**src/rtl/keyed_priority_task_table_core_defines.svh**
```systemverilog
// ---------------------------------------------------------------------------
// Keyed priority task table: assertion macros
// Concurrent checks on the core clock with the synchronous reset masked.
// ---------------------------------------------------------------------------
`ifndef KEYED_PRIORITY_TASK_TABLE_CORE_DEFINES_SVH
`define KEYED_PRIORITY_TASK_TABLE_CORE_DEFINES_SVH

// The consequent must hold in the same cycle as the antecedent.
`define KPTT_ASSERT_SAME(label, ante, cons, msg) \
   label: assert property (@(posedge clock) disable iff (reset) (ante) |-> (cons)) \
      else $error(msg);

// The consequent must hold in the cycle after the antecedent.
`define KPTT_ASSERT_NEXT(label, ante, cons, msg) \
   label: assert property (@(posedge clock) disable iff (reset) (ante) |=> (cons)) \
      else $error(msg);

`endif

```
**src/rtl/kptt_pkg.sv**
```systemverilog
// ---------------------------------------------------------------------------
// Keyed priority task table package
// Field widths, command and status codes, and the layout of one table entry.
// ---------------------------------------------------------------------------
package kptt_pkg;

   localparam int CMD_W    = 2;
   localparam int USER_W   = 16;
   localparam int ID_W     = 16;
   localparam int PRIO_W   = 30;
   localparam int STATUS_W = 3;

   typedef enum logic [CMD_W-1:0] {
      CMD_ADD    = 2'd0,
      CMD_CHANGE = 2'd1,
      CMD_REMOVE = 2'd2,
      CMD_EXEC   = 2'd3
   } cmd_type;

   typedef enum logic [STATUS_W-1:0] {
      ST_DONE      = 3'd0,
      ST_EMPTY     = 3'd1,
      ST_FULL      = 3'd2,
      ST_UNKNOWN   = 3'd3,
      ST_DUPLICATE = 3'd4
   } status_type;

   typedef struct packed {
      logic              valid;
      logic [ID_W-1:0]   task_id;
      logic [PRIO_W-1:0] prio;
      logic [USER_W-1:0] owner;
   } entry_type;

   localparam int ENTRY_W = $bits(entry_type);

endpackage

```
**src/rtl/kptt_req_if.sv**
```systemverilog
// ---------------------------------------------------------------------------
// Keyed priority task table request channel
// Valid/ready channel that carries one command with its operands.
// ---------------------------------------------------------------------------
interface kptt_req_if;
   import kptt_pkg::*;

   logic              valid;
   logic              ready;
   logic [CMD_W-1:0]  command;
   logic [USER_W-1:0] user_id;
   logic [ID_W-1:0]   task_id;
   logic [PRIO_W-1:0] priority_req;

   modport source (output valid, output command, output user_id, output task_id,
                   output priority_req, input ready);
   modport sink (input valid, input command, input user_id, input task_id,
                 input priority_req, output ready);
endinterface

```
**src/rtl/kptt_rsp_if.sv**
```systemverilog
// ---------------------------------------------------------------------------
// Keyed priority task table response channel
// Valid/ready channel that carries the owner and status of one command.
// ---------------------------------------------------------------------------
interface kptt_rsp_if;
   import kptt_pkg::*;

   logic                valid;
   logic                ready;
   logic [USER_W-1:0]   owner;
   logic [STATUS_W-1:0] status;

   modport source (output valid, output owner, output status, input ready);
   modport sink (input valid, input owner, input status, output ready);
endinterface

```
**src/rtl/keyed_priority_task_table_core.sv**
```systemverilog
// After a request is accepted, the scan reads every entry and the finish state
// registers the response; no new request is taken until then. Each command reads all
// CAPACITY entries through the single read port of the table RAM, one entry a cycle.
// A finished response waits in its output register while the next request is taken.
// Reset: a clearing pass writes every entry empty while ready is held low.
// ---------------------------------------------------------------------------
// Keyed priority task table core
// Table of tasks keyed by id; add, change priority, remove and execute-top,
// each done by a sequential scan with one shared compare unit.
// ---------------------------------------------------------------------------
`include "keyed_priority_task_table_core_defines.svh"

module keyed_priority_task_table_core #(
   parameter int CAPACITY = 64
) (
   input logic       clock,
   input logic       reset,
   kptt_req_if.sink  req_if,
   kptt_rsp_if.source rsp_if
);
   import kptt_pkg::*;

   localparam int IdxW = (CAPACITY > 1) ? $clog2(CAPACITY) : 1;
   localparam int CntW = $clog2(CAPACITY + 1);
   localparam int KeyW = PRIO_W + ID_W;
   localparam logic [CntW-1:0] CntFull = CntW'(CAPACITY);
   localparam logic [CntW-1:0] CntLast = CntW'(CAPACITY - 1);

   typedef enum logic [1:0] {
      S_CLEAR,
      S_IDLE,
      S_SCAN,
      S_FINISH
   } state_type;

   state_type           state_ff, state_in;
   logic [CntW-1:0]     cnt_ff, cnt_in;
   logic                chk_ff, chk_in;
   logic [IdxW-1:0]     chk_idx_ff, chk_idx_in;

   cmd_type             cmd_ff, cmd_in;
   logic [USER_W-1:0]   user_ff, user_in;
   logic [ID_W-1:0]     task_ff, task_in;
   logic [PRIO_W-1:0]   prio_ff, prio_in;

   logic                found_ff, found_in;
   logic [IdxW-1:0]     idx_ff, idx_in;
   logic [USER_W-1:0]   owner_ff, owner_in;
   logic [KeyW-1:0]     key_ff, key_in;
   logic                free_ff, free_in;
   logic [IdxW-1:0]     free_idx_ff, free_idx_in;

   logic                rsp_valid_ff, rsp_valid_in;
   logic [USER_W-1:0]   rsp_owner_ff, rsp_owner_in;
   status_type          rsp_status_ff, rsp_status_in;

   logic                ram_we;
   logic [IdxW-1:0]     ram_wr_addr;
   entry_type           wr_ent;
   logic                ram_re;
   logic [ENTRY_W-1:0]  ram_rd_data;
   entry_type           rd_ent;
   logic [KeyW-1:0]     rd_key;
   logic                take;

   kptt_ram #(
      .WIDTH (ENTRY_W),
      .DEPTH (CAPACITY)
   ) u_table (
      .clock   (clock),
      .wr_en   (ram_we),
      .wr_addr (ram_wr_addr),
      .wr_data (wr_ent),
      .rd_en   (ram_re),
      .rd_addr (cnt_ff[IdxW-1:0]),
      .rd_data (ram_rd_data)
   );

   assign rd_ent = entry_type'(ram_rd_data);
   assign rd_key = {rd_ent.prio, rd_ent.task_id};

   // Execute-top keeps the largest (priority, id) pair; the other commands look
   // for the entry whose id matches the request.
   always_comb begin
      if (cmd_ff == CMD_EXEC) begin
         take = rd_ent.valid && (!found_ff || (rd_key > key_ff));
      end else begin
         take = rd_ent.valid && (rd_ent.task_id == task_ff);
      end
   end

   always_comb begin
      state_in      = state_ff;
      cnt_in        = cnt_ff;
      chk_in        = chk_ff;
      chk_idx_in    = chk_idx_ff;
      cmd_in        = cmd_ff;
      user_in       = user_ff;
      task_in       = task_ff;
      prio_in       = prio_ff;
      found_in      = found_ff;
      idx_in        = idx_ff;
      owner_in      = owner_ff;
      key_in        = key_ff;
      free_in       = free_ff;
      free_idx_in   = free_idx_ff;
      rsp_valid_in  = rsp_valid_ff;
      rsp_owner_in  = rsp_owner_ff;
      rsp_status_in = rsp_status_ff;
      ram_we        = 1'b0;
      ram_wr_addr   = idx_ff;
      wr_ent        = '0;
      ram_re        = 1'b0;

      if (rsp_valid_ff && rsp_if.ready) begin
         rsp_valid_in = 1'b0;
      end

      if (chk_ff) begin
         if (take) begin
            found_in = 1'b1;
            idx_in   = chk_idx_ff;
            owner_in = rd_ent.owner;
            key_in   = rd_key;
         end
         if (!rd_ent.valid && !free_ff) begin
            free_in     = 1'b1;
            free_idx_in = chk_idx_ff;
         end
      end

      case (state_ff)
         S_CLEAR: begin
            ram_we      = 1'b1;
            ram_wr_addr = cnt_ff[IdxW-1:0];
            if (cnt_ff == CntLast) begin
               cnt_in   = '0;
               state_in = S_IDLE;
            end else begin
               cnt_in = cnt_ff + 1'b1;
            end
         end
         S_IDLE: begin
            if (req_if.valid) begin
               cmd_in   = cmd_type'(req_if.command);
               user_in  = req_if.user_id;
               task_in  = req_if.task_id;
               prio_in  = req_if.priority_req;
               found_in = 1'b0;
               free_in  = 1'b0;
               cnt_in   = '0;
               chk_in   = 1'b0;
               state_in = S_SCAN;
            end
         end
         S_SCAN: begin
            if (cnt_ff < CntFull) begin
               ram_re     = 1'b1;
               cnt_in     = cnt_ff + 1'b1;
               chk_in     = 1'b1;
               chk_idx_in = cnt_ff[IdxW-1:0];
            end else begin
               // The last entry is compared in this cycle.
               chk_in   = 1'b0;
               state_in = S_FINISH;
            end
         end
         S_FINISH: begin
            if (!rsp_valid_ff || rsp_if.ready) begin
               rsp_valid_in  = 1'b1;
               rsp_owner_in  = '0;
               rsp_status_in = ST_DONE;
               state_in      = S_IDLE;
               case (cmd_ff)
                  CMD_ADD: begin
                     if (found_ff) begin
                        rsp_status_in = ST_DUPLICATE;
                     end else if (!free_ff) begin
                        rsp_status_in = ST_FULL;
                     end else begin
                        ram_we         = 1'b1;
                        ram_wr_addr    = free_idx_ff;
                        wr_ent.valid   = 1'b1;
                        wr_ent.task_id = task_ff;
                        wr_ent.prio    = prio_ff;
                        wr_ent.owner   = user_ff;
                     end
                  end
                  CMD_CHANGE: begin
                     if (!found_ff) begin
                        rsp_status_in = ST_UNKNOWN;
                     end else begin
                        ram_we         = 1'b1;
                        wr_ent.valid   = 1'b1;
                        wr_ent.task_id = task_ff;
                        wr_ent.prio    = prio_ff;
                        wr_ent.owner   = owner_ff;
                     end
                  end
                  CMD_REMOVE: begin
                     if (!found_ff) begin
                        rsp_status_in = ST_UNKNOWN;
                     end else begin
                        ram_we = 1'b1;
                     end
                  end
                  CMD_EXEC: begin
                     if (!found_ff) begin
                        rsp_status_in = ST_EMPTY;
                     end else begin
                        ram_we       = 1'b1;
                        rsp_owner_in = owner_ff;
                     end
                  end
                  default: begin
                     rsp_status_in = ST_DONE;
                  end
               endcase
            end
         end
         default: begin
            state_in = S_IDLE;
         end
      endcase
   end

   always_ff @(posedge clock) begin
      if (reset) begin
         state_ff     <= S_CLEAR;
         cnt_ff       <= '0;
         chk_ff       <= 1'b0;
         found_ff     <= 1'b0;
         free_ff      <= 1'b0;
         rsp_valid_ff <= 1'b0;
      end else begin
         state_ff     <= state_in;
         cnt_ff       <= cnt_in;
         chk_ff       <= chk_in;
         found_ff     <= found_in;
         free_ff      <= free_in;
         rsp_valid_ff <= rsp_valid_in;
      end
      chk_idx_ff    <= chk_idx_in;
      cmd_ff        <= cmd_in;
      user_ff       <= user_in;
      task_ff       <= task_in;
      prio_ff       <= prio_in;
      idx_ff        <= idx_in;
      owner_ff      <= owner_in;
      key_ff        <= key_in;
      free_idx_ff   <= free_idx_in;
      rsp_owner_ff  <= rsp_owner_in;
      rsp_status_ff <= rsp_status_in;
   end

   assign req_if.ready  = (state_ff == S_IDLE);
   assign rsp_if.valid  = rsp_valid_ff;
   assign rsp_if.owner  = rsp_owner_ff;
   assign rsp_if.status = rsp_status_ff;

   `KPTT_ASSERT_SAME(a_write_phase, ram_we, (state_ff == S_CLEAR || state_ff == S_FINISH),
                     "table written outside clear or finish")
   `KPTT_ASSERT_SAME(a_error_owner, rsp_valid_ff && rsp_status_ff != ST_DONE,
                     rsp_owner_ff == '0, "failed command reports an owner")
   `KPTT_ASSERT_SAME(a_cnt_range, state_ff == S_SCAN, cnt_ff <= CntFull,
                     "scan counter past the table size")
   `KPTT_ASSERT_NEXT(a_scan_length, state_ff == S_SCAN && cnt_ff != CntFull,
                     state_ff == S_SCAN, "scan ended before all entries were read")

endmodule

```
**src/rtl/kptt_ram.sv**
```systemverilog
// ---------------------------------------------------------------------------
// Generic single-port-write RAM
// One write port and one read port with registered read data.
// ---------------------------------------------------------------------------
module kptt_ram #(
   parameter int  WIDTH = 8,
   parameter int  DEPTH = 16,
   localparam int AddrW = (DEPTH > 1) ? $clog2(DEPTH) : 1
) (
   input  logic             clock,
   input  logic             wr_en,
   input  logic [AddrW-1:0] wr_addr,
   input  logic [WIDTH-1:0] wr_data,
   input  logic             rd_en,
   input  logic [AddrW-1:0] rd_addr,
   output logic [WIDTH-1:0] rd_data
);

   logic [WIDTH-1:0] mem_ff [DEPTH];
   logic [WIDTH-1:0] rd_data_ff;

   always_ff @(posedge clock) begin
      if (wr_en) begin
         mem_ff[wr_addr] <= wr_data;
      end
      if (rd_en) begin
         rd_data_ff <= mem_ff[rd_addr];
      end
   end

   assign rd_data = rd_data_ff;

endmodule
```
**src/flat_wrapper.sv**
```systemverilog
// flat-port wrapper written by rule: the top's interface ports become plain ports
module keyed_priority_task_table_core_flat import kptt_pkg::*;
#(
   parameter int CAPACITY = 64
)
  (clock, reset, req_if_valid, req_if_command, req_if_user_id, req_if_task_id, req_if_priority_req, req_if_ready, rsp_if_valid, rsp_if_owner, rsp_if_status, rsp_if_ready);
  kptt_req_if req_if_i ();
  kptt_rsp_if rsp_if_i ();
  input logic clock;
  input logic reset;
  input wire logic [$bits(req_if_i.valid)-1:0] req_if_valid;
  input wire logic [$bits(req_if_i.command)-1:0] req_if_command;
  input wire logic [$bits(req_if_i.user_id)-1:0] req_if_user_id;
  input wire logic [$bits(req_if_i.task_id)-1:0] req_if_task_id;
  input wire logic [$bits(req_if_i.priority_req)-1:0] req_if_priority_req;
  output wire logic [$bits(req_if_i.ready)-1:0] req_if_ready;
  output wire logic [$bits(rsp_if_i.valid)-1:0] rsp_if_valid;
  output wire logic [$bits(rsp_if_i.owner)-1:0] rsp_if_owner;
  output wire logic [$bits(rsp_if_i.status)-1:0] rsp_if_status;
  input wire logic [$bits(rsp_if_i.ready)-1:0] rsp_if_ready;
  assign req_if_i.valid = req_if_valid;
  assign req_if_i.command = req_if_command;
  assign req_if_i.user_id = req_if_user_id;
  assign req_if_i.task_id = req_if_task_id;
  assign req_if_i.priority_req = req_if_priority_req;
  assign req_if_ready = req_if_i.ready;
  assign rsp_if_valid = rsp_if_i.valid;
  assign rsp_if_owner = rsp_if_i.owner;
  assign rsp_if_status = rsp_if_i.status;
  assign rsp_if_i.ready = rsp_if_ready;
  keyed_priority_task_table_core #(.CAPACITY(CAPACITY)) u_core (.clock(clock), .reset(reset), .req_if(req_if_i), .rsp_if(rsp_if_i));
endmodule
```
**config.mk**
```make
export PLATFORM = sky130hd
export DESIGN_NAME = keyed_priority_task_table_core_flat
export DESIGN_NICKNAME = d
export VERILOG_FILES = /design/src/rtl/kptt_pkg.sv /design/src/rtl/kptt_req_if.sv /design/src/rtl/kptt_rsp_if.sv /design/src/rtl/keyed_priority_task_table_core.sv /design/src/rtl/kptt_ram.sv /design/src/flat_wrapper.sv
export VERILOG_INCLUDE_DIRS = /design/src /design/src/rtl
export SDC_FILE = /design/constraint.sdc
export NUM_CORES = 2
export LEC_CHECK = 0
export ABC_CLOCK_PERIOD_IN_PS = 9100
export BUFFER_PORTS_ARGS = -buffer_cell sky130_fd_sc_hd__buf_4
export CAP_MARGIN = 20
export CELL_PAD_IN_SITES_DETAIL_PLACEMENT = 1
export CELL_PAD_IN_SITES_GLOBAL_PLACEMENT = 1
export CORE_MARGIN = 1
export CORE_UTILIZATION = 30
export DETAILED_ROUTE_END_ITERATION = 16
export HOLD_SLACK_MARGIN = 0.1
export PLACE_DENSITY_LB_ADDON = 0.1
export REMOVE_ABC_BUFFERS = 1
export SYNTH_ARGS = -nofsm -noshare
export SYNTH_HDL_FRONTEND = slang
export SYNTH_HIERARCHICAL = 1
export SYNTH_SLANG_ARGS = --single-unit
```
**constraint.sdc**
```tcl
create_clock -name clock -period 9.1 [get_ports clock]
set_clock_uncertainty 0.2 [all_clocks]
set_input_delay 0.455 -clock clock [delete_from_list [all_inputs] [get_ports clock]]
set_output_delay 0.455 -clock clock [all_outputs]
set_load 0.05 [all_outputs]
```
==> run_results.csv <==
group,metric,value,unit
clock_network,clock_sinks,4271,
critical_path,arrival,6.81,ns
finish,drive_gt1_share,26.7,%
route,drc,21,
yosys,async_flop_share,0,%
global_routing,grt_pass1_wl,726000,um
clock_network,cts_buffers,470,
global_routing,antenna_found_initial,79,
finish,layout_common_cells,"edfxtp_1, mux4_2, clkbuf_16, buf_4, o22ai_1",
placed_design,hpwl,314000,um
floorplanning,chipWidth,736,um
floorplanning,io_pins,89,
critical_path,crit_top_cell,"buf_4",
finish,fin_util,35.3,%
power,power.switching,9010,uW
power,pwr-share-comb,3.8,%
finish,final_nets,7850,
sta,timing.final.max_slew_violations,0,
critical_path,crit_type,"flop to flop",
sta,setup_viol,0,
clock_network,cts_tree,"yes",
global_routing,grt_max_degree,108,
critical_path,slowest_stage,"nor2_4",
floorplanning,initial_core_util,30.1,%
sta,period_share,69.8,%
floorplanning,fp-row-count,269,
critical_path,crit_path_max_fanout,23,
sta,fmax,157,MHz
power,internal-power,32500,uW
yosys,synthFlopType,"edfxtp_1",
clock_network,cts_root_buf,"clkbuf_16",
critical_path,timing.critical_path.buf_inv,3,
critical_path,critPathTopFamily,"simple AND/OR/NAND/NOR gates",
sta,rsz0062_at_grt,"false",
sta,fin_crit,6.35,ns
clock_network,insertion_delay,1.07,ns
sta,tightest_slew,1.16,ns
yosys,yosysUniqueCellTypes,57,
sta,finalHoldViolCount,0,
status,status,"complete, but fails checks",
floorplanning,die_h,736,um
placed_design,gp_congestion,0.763,
route,first_pass_iters,11,
route,vias_per_cell,5.14,
global_routing,track_usage,19.5,%
yosys,ys_seq_area_share,79.2,%
yosys,synth_edf_count,4258,
yosys,syn_area,162000,um^2
yosys,synth-seq-cells,4271,
floorplanning,die_area,542000,um^2
global_routing,grt_pass1_vias,82500,
route,vias,78700,
power,p_leak,0.0606,uW
clock_network,clock_path_buffers,4,
critical_path,path_cells,"inv_1, ha_1, and3_2, buf_4, and2_1, a22oi_1, o21ai_1, nor2b_1, nand3_1, nor2_4, buf_4",
floorplanning,fp.coreArea,537000,um^2
power,swShare,21.7,%
power,power_frac_clock,44.5,%
flow_run,drv_cap,0,
critical_path,critical_path.max_stage_delay,1.14,ns
finish,syn_to_final_growth,17.0,%
critical_path,cp-end-kind,"flop",
finish,final_common_cell,"edfxtp_1",
yosys,avgSynthCellArea,22.7,um^2
sta,slew_headroom,22.1,%
yosys,yosys_warnings,6,
power,power.density,219,nW/um^2
placed_design,portBuffers,88,
critical_path,cp.required,9.56,ns
power,ir_drop,0.167,mV
global_routing,gr-total-overflow,0,
clock_network,clk_pin_slew,0.06,ns
critical_path,cp-start-kind,"flop",
route,wl_per_cell,35.1,um
route,drt_iter0_drc,8694,
status,violations,"design-rule violations",
power,seqPwrFrac,51.7,%
route,finalWirelength,538000,um
yosys,syn-instance-count,7136,
sta,holdWs,0.226,ns
sta,tns,0,ns
route,postRouteAntennaNets,0,
min_path,hp-class,"flop to flop",
clock_network,cts_max_level,5,
flip-flops by register name, summed over array words and instances, names as in the netlist:
register	cells
u_core/u_table/mem_ff	4032
u_core/chk_idx_ff	6
u_core/chk_ff	1
u_core/cmd_ff	2
u_core/idx_ff	6
u_core/found_ff	1
u_core/prio_ff	30
u_core/owner_ff	16
u_core/rsp_if.status	3
u_core/rsp_if.owner	16
u_core/free_ff	1
u_core/u_table/rd_data	63
u_core/user_ff	16
u_core/rsp_if.valid	1
u_core/key_ff	46
u_core/cnt_ff	7
u_core/free_idx_ff	6
u_core/task_ff	16
u_core/state_ff	2
layer usage:
layer | vias to the layer above | GRT usage, % | wire [um]
met5 | - | 0 | 7
met4 | 2 | 3.83 | 11100
met3 | 587 | 3.20 | 32800
met2 | 2351 | 31.2 | 251000
met1 | 44000 | 28.2 | 242000
li1 | 31700 | - | -
Yosys cell counts (4+ instances only):
library cell     n  share of area, %
nor2b_1         94              0.36
nand2_1         45              0.10
mux2i_1        106              0.66
o22ai_1        299               1.2
o221ai_1        63              0.34
nor3_1          58              0.18
a21o_1           7             0.032
buf_6           16              0.11
nand4_1         16             0.062
nand3_1         31             0.096
and2_1          51              0.20
or2_2            6             0.023
ha_1            56              0.43
xnor2_1         16             0.087
and3_1          17             0.066
inv_1           52              0.12
o21ai_0         20             0.062
buf_1           35             0.081
dfxtp_1         13              0.16
buf_4           51              0.24
nand2b_1        16             0.062
a22oi_1         74              0.34
edfxtp_1      4258                79
a21oi_1         38              0.12
a211oi_1       107              0.50
or3_1            4             0.015
o21ai_1          9             0.028
buf_2          115              0.36
a31oi_1         10             0.039
nor4_1          56              0.22
nor2_1         158              0.37
mux4_2         963                13
clkbuf_1       182              0.42
o22a_1          53              0.29
o211a_1         10             0.062
worst paths after layout:
path / from / end / slack (ns) / cells past startpoint
min: u_core/u_table/rd_data[13]$_DFFE_PP_ / u_core/owner_ff[13]$_DFFE_PP_ / 0.23 / 0
max reg2reg: u_core/cmd_ff[0]$_DFFE_PP_ / u_core/u_table/mem_ff[37][15]$_DFFE_PP_ / 2.75 / 11
min reg2reg: u_core/u_table/rd_data[13]$_DFFE_PP_ / u_core/owner_ff[13]$_DFFE_PP_ / 0.23 / 0
max: u_core/cmd_ff[0]$_DFFE_PP_ / u_core/u_table/mem_ff[37][15]$_DFFE_PP_ / 2.75 / 11
stage by stage:
step	instances	power (uW)	cell area (um^2)	worst slack, ns
after floorplan	6737	23800	160000	-39.03
after detailed placement	14300	23500	173000	2.81
after CTS	15300	42100	189000	2.76
final	15300	41500	189000	2.75
after global routing	15300	42700	189000	2.55
after global placement	14300	23500	173000	2.93
kinds of logic (layout without fill, tap and decap cells):
logic type / count (synthesis) / after routing / synth area share [%]
AOI/OAI and AO/OA: 699 / 699 / 3.01
xor gates and xnor gates: 19 / 19 / 0.103
adders and majority gates: 56 / 56 / 0.433
buffers and inverters: 451 / 1422 / 1.33
DFF: 4271 / 4271 / 79.2
muxes: 1069 / 1069 / 14.1
other: 0 / 22 / 0
and+or+nand+nor: 571 / 571 / 1.86
timing repair:
action                    CTS  global route
resized for setup           0             0
hold buffers              135             0
hold endpoints to repair  103             0
setup buffers               0             0
worst register-to-register path: cells and delay by family, from the launching register on:
kind / cells / cell delay, ns
fa+ha+maj: 1 / 0.33
compound gates: 2 / 0.82
buf+inv: 3 / 1.30
simple gates: 5 / 2.84
flops: 1 / 0.44
final cells by class:
cell class                 count  area, um^2
fill                       51400      348000
sequential                  4271      128000
multi-input combinational   2414       32500
clock buffer                 591       12400
tap                         7181        8980
timing repair buffer         517        4720
clock inverter               262        2350
inverter                      52         195
antenna                       22        55.1
power groups by stage:
stage	combinational, uW	clock (uW)	sequential [uW]
floorplan	1710	0	22100
global placement	1590	0	21900
detailed placement	1590	0	21900
CTS	1640	19000	21500
global route	1670	19600	21500
finish	1580	18500	21500
No activity file was read; power rests on OpenSTA's default activity.
